===== src/hdl/ngram_frequency_table_core_assert.svh =====
// assertion macros used by the ngram frequency table controller
`ifndef NGRAM_FREQUENCY_TABLE_CORE_ASSERT_SVH
`define NGRAM_FREQUENCY_TABLE_CORE_ASSERT_SVH
`ifndef SYNTHESIS
// implication checked on every rising clock edge outside reset
`define NFT_ASSERT_IMP(label, clk_s, rst_s, ante, cons) \
  label: assert property (@(posedge clk_s) disable iff (!rst_s) (ante) |-> (cons)) \
    else $error("assertion failed");
// next-cycle implication checked on every rising clock edge outside reset
`define NFT_ASSERT_NXT(label, clk_s, rst_s, ante, cons) \
  label: assert property (@(posedge clk_s) disable iff (!rst_s) (ante) |=> (cons)) \
    else $error("assertion failed");
`else
`define NFT_ASSERT_IMP(label, clk_s, rst_s, ante, cons)
`define NFT_ASSERT_NXT(label, clk_s, rst_s, ante, cons)
`endif
`endif


===== src/hdl/nft_pkg.sv =====
// shared types and constants of the ngram frequency table
package nft_pkg;
  localparam int unsigned Order      = 3;
  localparam int unsigned TableDepth = 1024;
  localparam int unsigned AddrW      = $clog2(TableDepth);
  localparam int unsigned CntW       = 32;
  localparam int unsigned KeyW       = 64;
  localparam int unsigned DistW      = 11;
  localparam int unsigned FillW      = 4;
  localparam int unsigned UsedW      = AddrW + 1;
  localparam logic [63:0] HashMul    = 64'h9E3779B97F4A7C15;

  localparam logic [1:0] CMD_PUSH  = 2'd0;
  localparam logic [1:0] CMD_ADD   = 2'd1;
  localparam logic [1:0] CMD_QUERY = 2'd2;
  localparam logic [1:0] CMD_CLEAR = 2'd3;

  localparam logic [1:0] ST_OK      = 2'd0;
  localparam logic [1:0] ST_FULL    = 2'd1;
  localparam logic [1:0] ST_CLAMP   = 2'd2;
  localparam logic [1:0] ST_FILLING = 2'd3;

  // controller to datapath
  typedef struct packed {
    logic load;      // capture request, shift window on push
    logic hash_mul;  // first half of the hash product
    logic hash_fin;  // second half, load the probe address
    logic step;      // advance probe address
    logic alloc;     // write key into free slot
    logic update;    // write count and totals
    logic clr_start; // start clearing pass
    logic clr_step;  // clear one slot
    logic result;    // load output register
    logic [1:0] st;  // status for result
    logic zero_cnt;  // result count is zero
  } nft_cmd_t;

  // datapath to controller
  typedef struct packed {
    logic [1:0] cmd;
    logic       win_full;
    logic       used;
    logic       hit;
    logic       wrapped;
    logic       delta_pos;
    logic       delta_neg;
    logic       clamp;
    logic       clr_done;
  } nft_stat_t;
endpackage


===== src/hdl/nft_ctrl.sv =====
// controller state machine sequencing probe and update
`include "ngram_frequency_table_core_assert.svh"
module nft_ctrl (
  input  logic               clk,
  input  logic               rst_n,
  input  logic               in_valid,
  output logic               in_ready,
  output logic               out_valid,
  input  logic               out_ready,
  input  nft_pkg::nft_stat_t sts,
  output nft_pkg::nft_cmd_t  ctl
);
  localparam logic [2:0] S_IDLE = 3'd0;
  localparam logic [2:0] S_HASH = 3'd1;
  localparam logic [2:0] S_ADDR = 3'd2;
  localparam logic [2:0] S_RD   = 3'd3;
  localparam logic [2:0] S_EVAL = 3'd4;
  localparam logic [2:0] S_UPD  = 3'd5;
  localparam logic [2:0] S_OUT  = 3'd6;
  localparam logic [2:0] S_CLR  = 3'd7;

  logic [2:0] state_r, state_nxt;
  logic       out_valid_r, out_valid_nxt;
  logic [1:0] st_r, st_nxt;

  // next state and command decode
  always_comb begin
    state_nxt     = state_r;
    out_valid_nxt = out_valid_r && !out_ready;
    st_nxt        = st_r;
    ctl           = '0;
    unique case (state_r)
      S_IDLE: begin
        if (in_valid && !out_valid_r) begin
          ctl.load  = 1'b1;
          state_nxt = S_HASH;
        end
      end
      S_HASH: begin
        ctl.hash_mul = 1'b1;
        if (sts.cmd == nft_pkg::CMD_CLEAR) begin
          ctl.clr_start = 1'b1;
          ctl.result = 1'b1; ctl.st = nft_pkg::ST_OK; ctl.zero_cnt = 1'b1;
          state_nxt = S_CLR;
        end else if (sts.cmd == nft_pkg::CMD_PUSH && !sts.win_full) begin
          ctl.result = 1'b1; ctl.st = nft_pkg::ST_FILLING; ctl.zero_cnt = 1'b1;
          state_nxt = S_OUT;
        end else begin
          state_nxt = S_ADDR;
        end
      end
      S_ADDR: begin
        ctl.hash_fin = 1'b1;
        state_nxt = S_RD;
      end
      S_RD: begin
        state_nxt = S_EVAL;
      end
      S_EVAL: begin
        if (sts.used && !sts.hit) begin
          if (sts.wrapped) begin
            if (sts.cmd == nft_pkg::CMD_QUERY) begin
              ctl.result = 1'b1; ctl.st = nft_pkg::ST_OK; ctl.zero_cnt = 1'b1;
            end else begin
              ctl.result = 1'b1; ctl.zero_cnt = 1'b1;
              ctl.st = sts.delta_pos ? nft_pkg::ST_FULL :
                       (sts.delta_neg ? nft_pkg::ST_CLAMP : nft_pkg::ST_OK);
            end
            state_nxt = S_OUT;
          end else begin
            ctl.step = 1'b1;
            state_nxt = S_RD;
          end
        end else if (sts.cmd == nft_pkg::CMD_QUERY) begin
          ctl.result = 1'b1; ctl.st = nft_pkg::ST_OK;
          state_nxt = S_OUT;
        end else if (!sts.hit && !sts.delta_pos) begin
          ctl.result = 1'b1; ctl.zero_cnt = 1'b1;
          ctl.st = sts.delta_neg ? nft_pkg::ST_CLAMP : nft_pkg::ST_OK;
          state_nxt = S_OUT;
        end else begin
          ctl.alloc = !sts.hit;
          st_nxt    = sts.clamp ? nft_pkg::ST_CLAMP : nft_pkg::ST_OK;
          state_nxt = S_UPD;
        end
      end
      S_UPD: begin
        ctl.update = 1'b1;
        ctl.result = 1'b1;
        ctl.st     = st_r;
        state_nxt  = S_OUT;
      end
      S_OUT: begin
        out_valid_nxt = 1'b1;
        state_nxt     = S_IDLE;
      end
      // clearing pass, answers only when a clear request started it
      S_CLR: begin
        if (sts.clr_done) begin
          state_nxt = (sts.cmd == nft_pkg::CMD_CLEAR) ? S_OUT : S_IDLE;
        end else begin
          ctl.clr_step = 1'b1;
        end
      end
      default: state_nxt = S_IDLE;
    endcase
  end

  always_ff @(posedge clk) begin
    if (!rst_n) begin
      state_r     <= S_CLR;
      out_valid_r <= 1'b0;
      st_r        <= nft_pkg::ST_OK;
    end else begin
      state_r     <= state_nxt;
      out_valid_r <= out_valid_nxt;
      st_r        <= st_nxt;
    end
  end

  assign in_ready  = state_r == S_IDLE && !out_valid_r;
  assign out_valid = out_valid_r;

  `NFT_ASSERT_IMP(a_ready_idle, clk, rst_n, in_ready, state_r == S_IDLE)
  `NFT_ASSERT_NXT(a_accept_hash, clk, rst_n, in_valid && in_ready, state_r == S_HASH)
  `NFT_ASSERT_NXT(a_out_follows, clk, rst_n, state_r == S_OUT, out_valid_r)
  `NFT_ASSERT_IMP(a_one_write, clk, rst_n, ctl.update, !ctl.alloc && !ctl.step)
endmodule


===== config.mk =====
export PLATFORM = sky130hd
export DESIGN_NAME = nft_ctrl
export DESIGN_NICKNAME = d
export VERILOG_FILES = /design/src/hdl/nft_pkg.sv /design/src/hdl/nft_ctrl.sv
export VERILOG_INCLUDE_DIRS = /design/src /design/src/hdl
export SDC_FILE = /design/constraint.sdc
export NUM_CORES = 1
export LEC_CHECK = 0
export BUFFER_PORTS_ARGS = -buffer_cell sky130_fd_sc_hd__buf_2
export CAP_MARGIN = 30
export CORE_UTILIZATION = 35
export CTS_CLUSTER_DIAMETER = 200
export CTS_CLUSTER_SIZE = 8
export DETAILED_ROUTE_END_ITERATION = 10
export GPL_TIMING_DRIVEN = 0
export HOLD_SLACK_MARGIN = 0.03
export MAX_ROUTING_LAYER = met4
export PLACE_DENSITY = 0.67
export RECOVER_POWER = 100
export SLEW_MARGIN = 20
export SYNTH_ARGS = -nofsm -noshare
export SYNTH_HDL_FRONTEND = slang
export SYNTH_SLANG_ARGS = --single-unit

===== constraint.sdc =====
create_clock -name clk -period 1.55 [get_ports clk]
set_input_delay 0.0775 -clock clk [delete_from_list [all_inputs] [get_ports clk]]
set_output_delay 0.0775 -clock clk [all_outputs]
set_load 0.03 [all_outputs]

Yosys cells after proc, flatten, opt, wreduce, memory -nomap -nowiden

Cells that the tools add are included.

Muxes and demuxes: 39
Reduce and logical (&&, ||, !) cells: 15
Bitwise gates (word level): 3
Equality and inequality tests: 11

Operators with widths:

| operator             | count |
|---|---|
| $mux W3              | 10 |
| $pmux W3 S8          | 1 |
| $mux W4              | 5 |
| $mux W1              | 16 |
| $eq A3 B3 Y1 const B | 4 |
| $mux W2              | 5 |
| $pmux W3 S3          | 1 |
| $eq A3 B2 Y1 const B | 2 |
| $logic_and A1 B1 Y1  | 6 |
| $logic_not A1 Y1     | 5 |
| $eq A2 B2 Y1 const B | 2 |
| $ne A2 B2 Y1 const B | 2 |
| $reduce_and A4 Y1    | 1 |
| $eq A3 B1 Y1 const B | 1 |
| $logic_not A3 Y1     | 1 |
| $not A1 Y1           | 3 |
| $logic_not A2 Y1     | 1 |
| $pmux W1 S2          | 1 |
| $reduce_and A2 Y1    | 1 |

Flip-flop bits (word level): 6
Output and inout port bits: 14
Input port bits: 14

Logic depth before layout (Yosys ltp)

Depth after elaboration: 6
Depth in mapped cells: 5
Gate-level depth less buffers: 4

Worst setup path before layout

No wires, ideal clock.

Path kind: register to output
Start: reg state_r[1]
End: out ctl[0] (netlist bit)
Stages on the path, launching flop included: 6
Slack: -0.313 ns
Arrival time: 1.785 ns
Path buffers: 1
Required time: 1.472 ns
Cell sequence: dfxtp_1 buf_6 nand2b_1 nor3_1 a21oi_1 o31ai_1

RTL lines:

| item                     | RTL line        | text |
|---|---|---|
| start: declaration       | nft_ctrl.sv:22  | `logic [2:0] state_r, state_nxt;` |
| start signal: assignment | nft_ctrl.sv:115 | `state_r <= state_nxt;` |
| end: declaration         | nft_ctrl.sv:11  | `output nft_pkg::nft_cmd_t ctl` |

==> results.toml <==
[clock_tree]
cts_tree = "yes"
numCtsBuffers = 3
cts_sinks = 5
cts_max_path_buffers = 2
cts_root_buf = "clkbuf_4"
clk_pin_slew_ns = 0.04
cts_max_level = 1
clkLatencyLatePin_ns = 0.25

[logic_synthesis]
yosysTopAreaCell = "dfxtp_1"
ys_types = 31
yosys_warnings = 0
synth.area.top_cells = "dfxtp_1 (21%), nand2_1 (5.6%), nor3b_1 (4.8%), nand3_1 (4.2%), nor2_1 (4.0%)"
synthCells = 63
ys.flop_type = "dfxtp_1"
synth_edf_count = 0
async_flop_share = 0
avgSynthCellArea_um2 = 7.49
mappedNetlistArea_um2 = 472
syn-num-nets = 77
synth_top_area_frac = 0.212
synth_top_cells_by_count = "nand2_1 (7), dfxtp_1 (5), nor2_1 (5), inv_1 (4), nand3_1 (4)"
yosysMostFrequentCell = "nand2_1"
ys_seq_area_frac = 0.212
synth-seq-cells = 5

[detailed_routing]
dr.pass1.iters = 4
antenna_left = 0
viasPerCell = 5.58
drc = 0
drt_wl_total_mm = 1.43
vias = 619
drt-initial-drc-count = 21
wl_per_cell_um = 12.9

[global_route]
grt_pass1_vias = 554
grtUsageMet1 = 0.252
grt_max_degree = 11
grt_overflow = 0
grt_use_met2 = 0.358
top_usage_layer = "met2"
grt_use_met3 = 0.0694
grt_pass1_wl_mm = 2.20
grt.total_usage = 0.227
antenna_found_initial = 0

[timing]
whs_ns = 0.0537
finalHoldViolCount = 0
fmaxAchievable_mhz = 649
rsz0062_at_grt = "true"
drv_slew = 0
finalClockSkew_ns = 0.00406
setup_viol = 0
worstMarginPinSlew_ns = 0.489
tns_ns = 0
fin_crit_sh = 0.994
min_period_ns = 1.54
slew_headroom = 0.666

[floorplanning]
die_area_um2 = 1500
fp.dieH_um = 38.7
core_area_um2 = 1170
core.rowCount = 12
io_pins = 28
die_w_um = 38.7
initial_core_util = 0.403

[pwr]
p_leak_nw = 0.357
p_seq_frac = 0.276
p_int_mw = 0.409
ir_worst_vdd_uv = 722
clkPwrFrac = 0.216
p_comb_frac = 0.508
p_switching_mw = 0.306
p_per_area_nw_per_um2 = 933
p_total_mw = 0.716
p_sw_frac = 0.428

[place]
placed_cells = 104
place_area_um2 = 652
place_congestion = 0.800
io_buffers = 27
hpwl_um = 929

[setup_path]
worstReg2RegEnd = "state_r[0]$_SDFFE_PN1P_"
cp-endpoint = "ctl[1]"
slowest_stage = "dfxtp_4"
crit_start = "state_r[0]$_SDFFE_PN1P_"
worst_setup_path_start_kind = "register"
critical_path_class = "reg2out"
worst_r2r_path_depth = 5
r2r-start = "state_r[1]$_SDFFE_PN1P_"
worstPathRequired_ns = 1.47
arrival_ns = 1.46
cp_max_fo = 6
cp-end-kind = "primary output"
cp_slowest_stage_delay_ns = 0.36
cp_cell_sequence = "nor3b_4 > nand3b_1 > o31ai_2 > buf_4"
r2r_setup_slack_ns = 0.10

[layout]
drive_above_1_share = 0.546
fin_nets = 112
area_growth_pct = 62.6
stdcell_count = 111
antennaDiodeCount = 0
fin_area_um2 = 767

[status]
status = "finished clean"

[min_path]
hold_class = "in2reg"

[flow_run]
maxCapViolCount = 0
metal layers:
layer	routed length, µm	vias to the layer above
met3	71	4
met1	620	286
met5	0	-
met4	19	0
li1	-	309
met2	721	20
per-stage QoR:
step,setup slack [ns],utilization
2_1_floorplan,-0.187,-
3_3_place_gp,0.0265,0.557
3_5_place_dp,0.00506,0.557
4_1_cts,-0.0279,0.607
5_1_grt,-0.0719,0.655
6_report,0.00893,0.655
how the worst min path moves through the flow:
stage / slack [ns] / cells past startpoint / to / startpoint
2_1_floorplan: 0.15 / 1 / state_r[0]$_SDFFE_PN1P_ / rst_n
3_3_place_gp: 0.31 / 2 / state_r[0]$_SDFFE_PN1P_ / rst_n
3_5_place_dp: 0.31 / 2 / state_r[0]$_SDFFE_PN1P_ / rst_n
4_1_cts: 0.05 / 2 / state_r[0]$_SDFFE_PN1P_ / rst_n
5_1_grt: 0.05 / 2 / state_r[0]$_SDFFE_PN1P_ / rst_n
6_report: 0.05 / 2 / state_r[0]$_SDFFE_PN1P_ / rst_n
power groups by stage:
stage | Clock [mW] | Sequential [mW] | Combinational [mW]
floorplan | 0 | 0.175 | 0.236
CTS | 0.160 | 0.184 | 0.332
finish | 0.155 | 0.197 | 0.364
detailed placement | 0 | 0.168 | 0.328
global placement | 0 | 0.168 | 0.327
global route | 0.169 | 0.200 | 0.393
area by class of cell:
cell class | instances | area [µm²]
flip-flops and latches | 5 | 109
well taps | 14 | 17.5
plain buffers | 1 | 7.51
clock buffers | 4 | 26.3
repair buffers | 32 | 193
multi-input cells | 51 | 399
inverters | 4 | 15.0
fillers | 117 | 404
worst max-delay path, delay by kind of cell, from the launching register on:
family	cells	cell delay [ns]
AO/OA/AOI/OAI	1	0.20
buffers and inverters	1	0.19
flip-flops	1	0.36
AND/OR/NAND/NOR	2	0.46
cell families (layout without fill, tap and decap cells):
family,after synthesis,count (layout),share of synthesized area
buffers and inverters,7,41,0.0875
and+or+nand+nor,32,32,0.398
AOI/OAI and AO/OA,19,19,0.302
DFF,5,5,0.212
sequential cells by signal (all words and copies together), names as in the netlist:
signal / count
state_r: 3
st_r: 1
out_valid: 1
layout by cell type (no fill, tap or decap), types with 2 or more instances in the layout:
cell type and instances:
a21oi_1 3, buf_2 21, buf_4 9, clkbuf_1 2, clkbuf_4 3, dfxtp_1 2
dfxtp_4 2, inv_1 4, nand2_1 7, nand3_1 3, nand3b_1 2, nor2_1 4
nor3b_2 2, o31ai_2 2
repair_timing:
action	4_1_cts	5_1_grt
resized for setup	8	14
hold buffers	0	0
pin swaps	3	5
cloned	0	0
hold endpoints to repair	0	0
buffers inserted	3	2
setup endpoints to repair	8	6
Power figures use the tool's default switching activity.
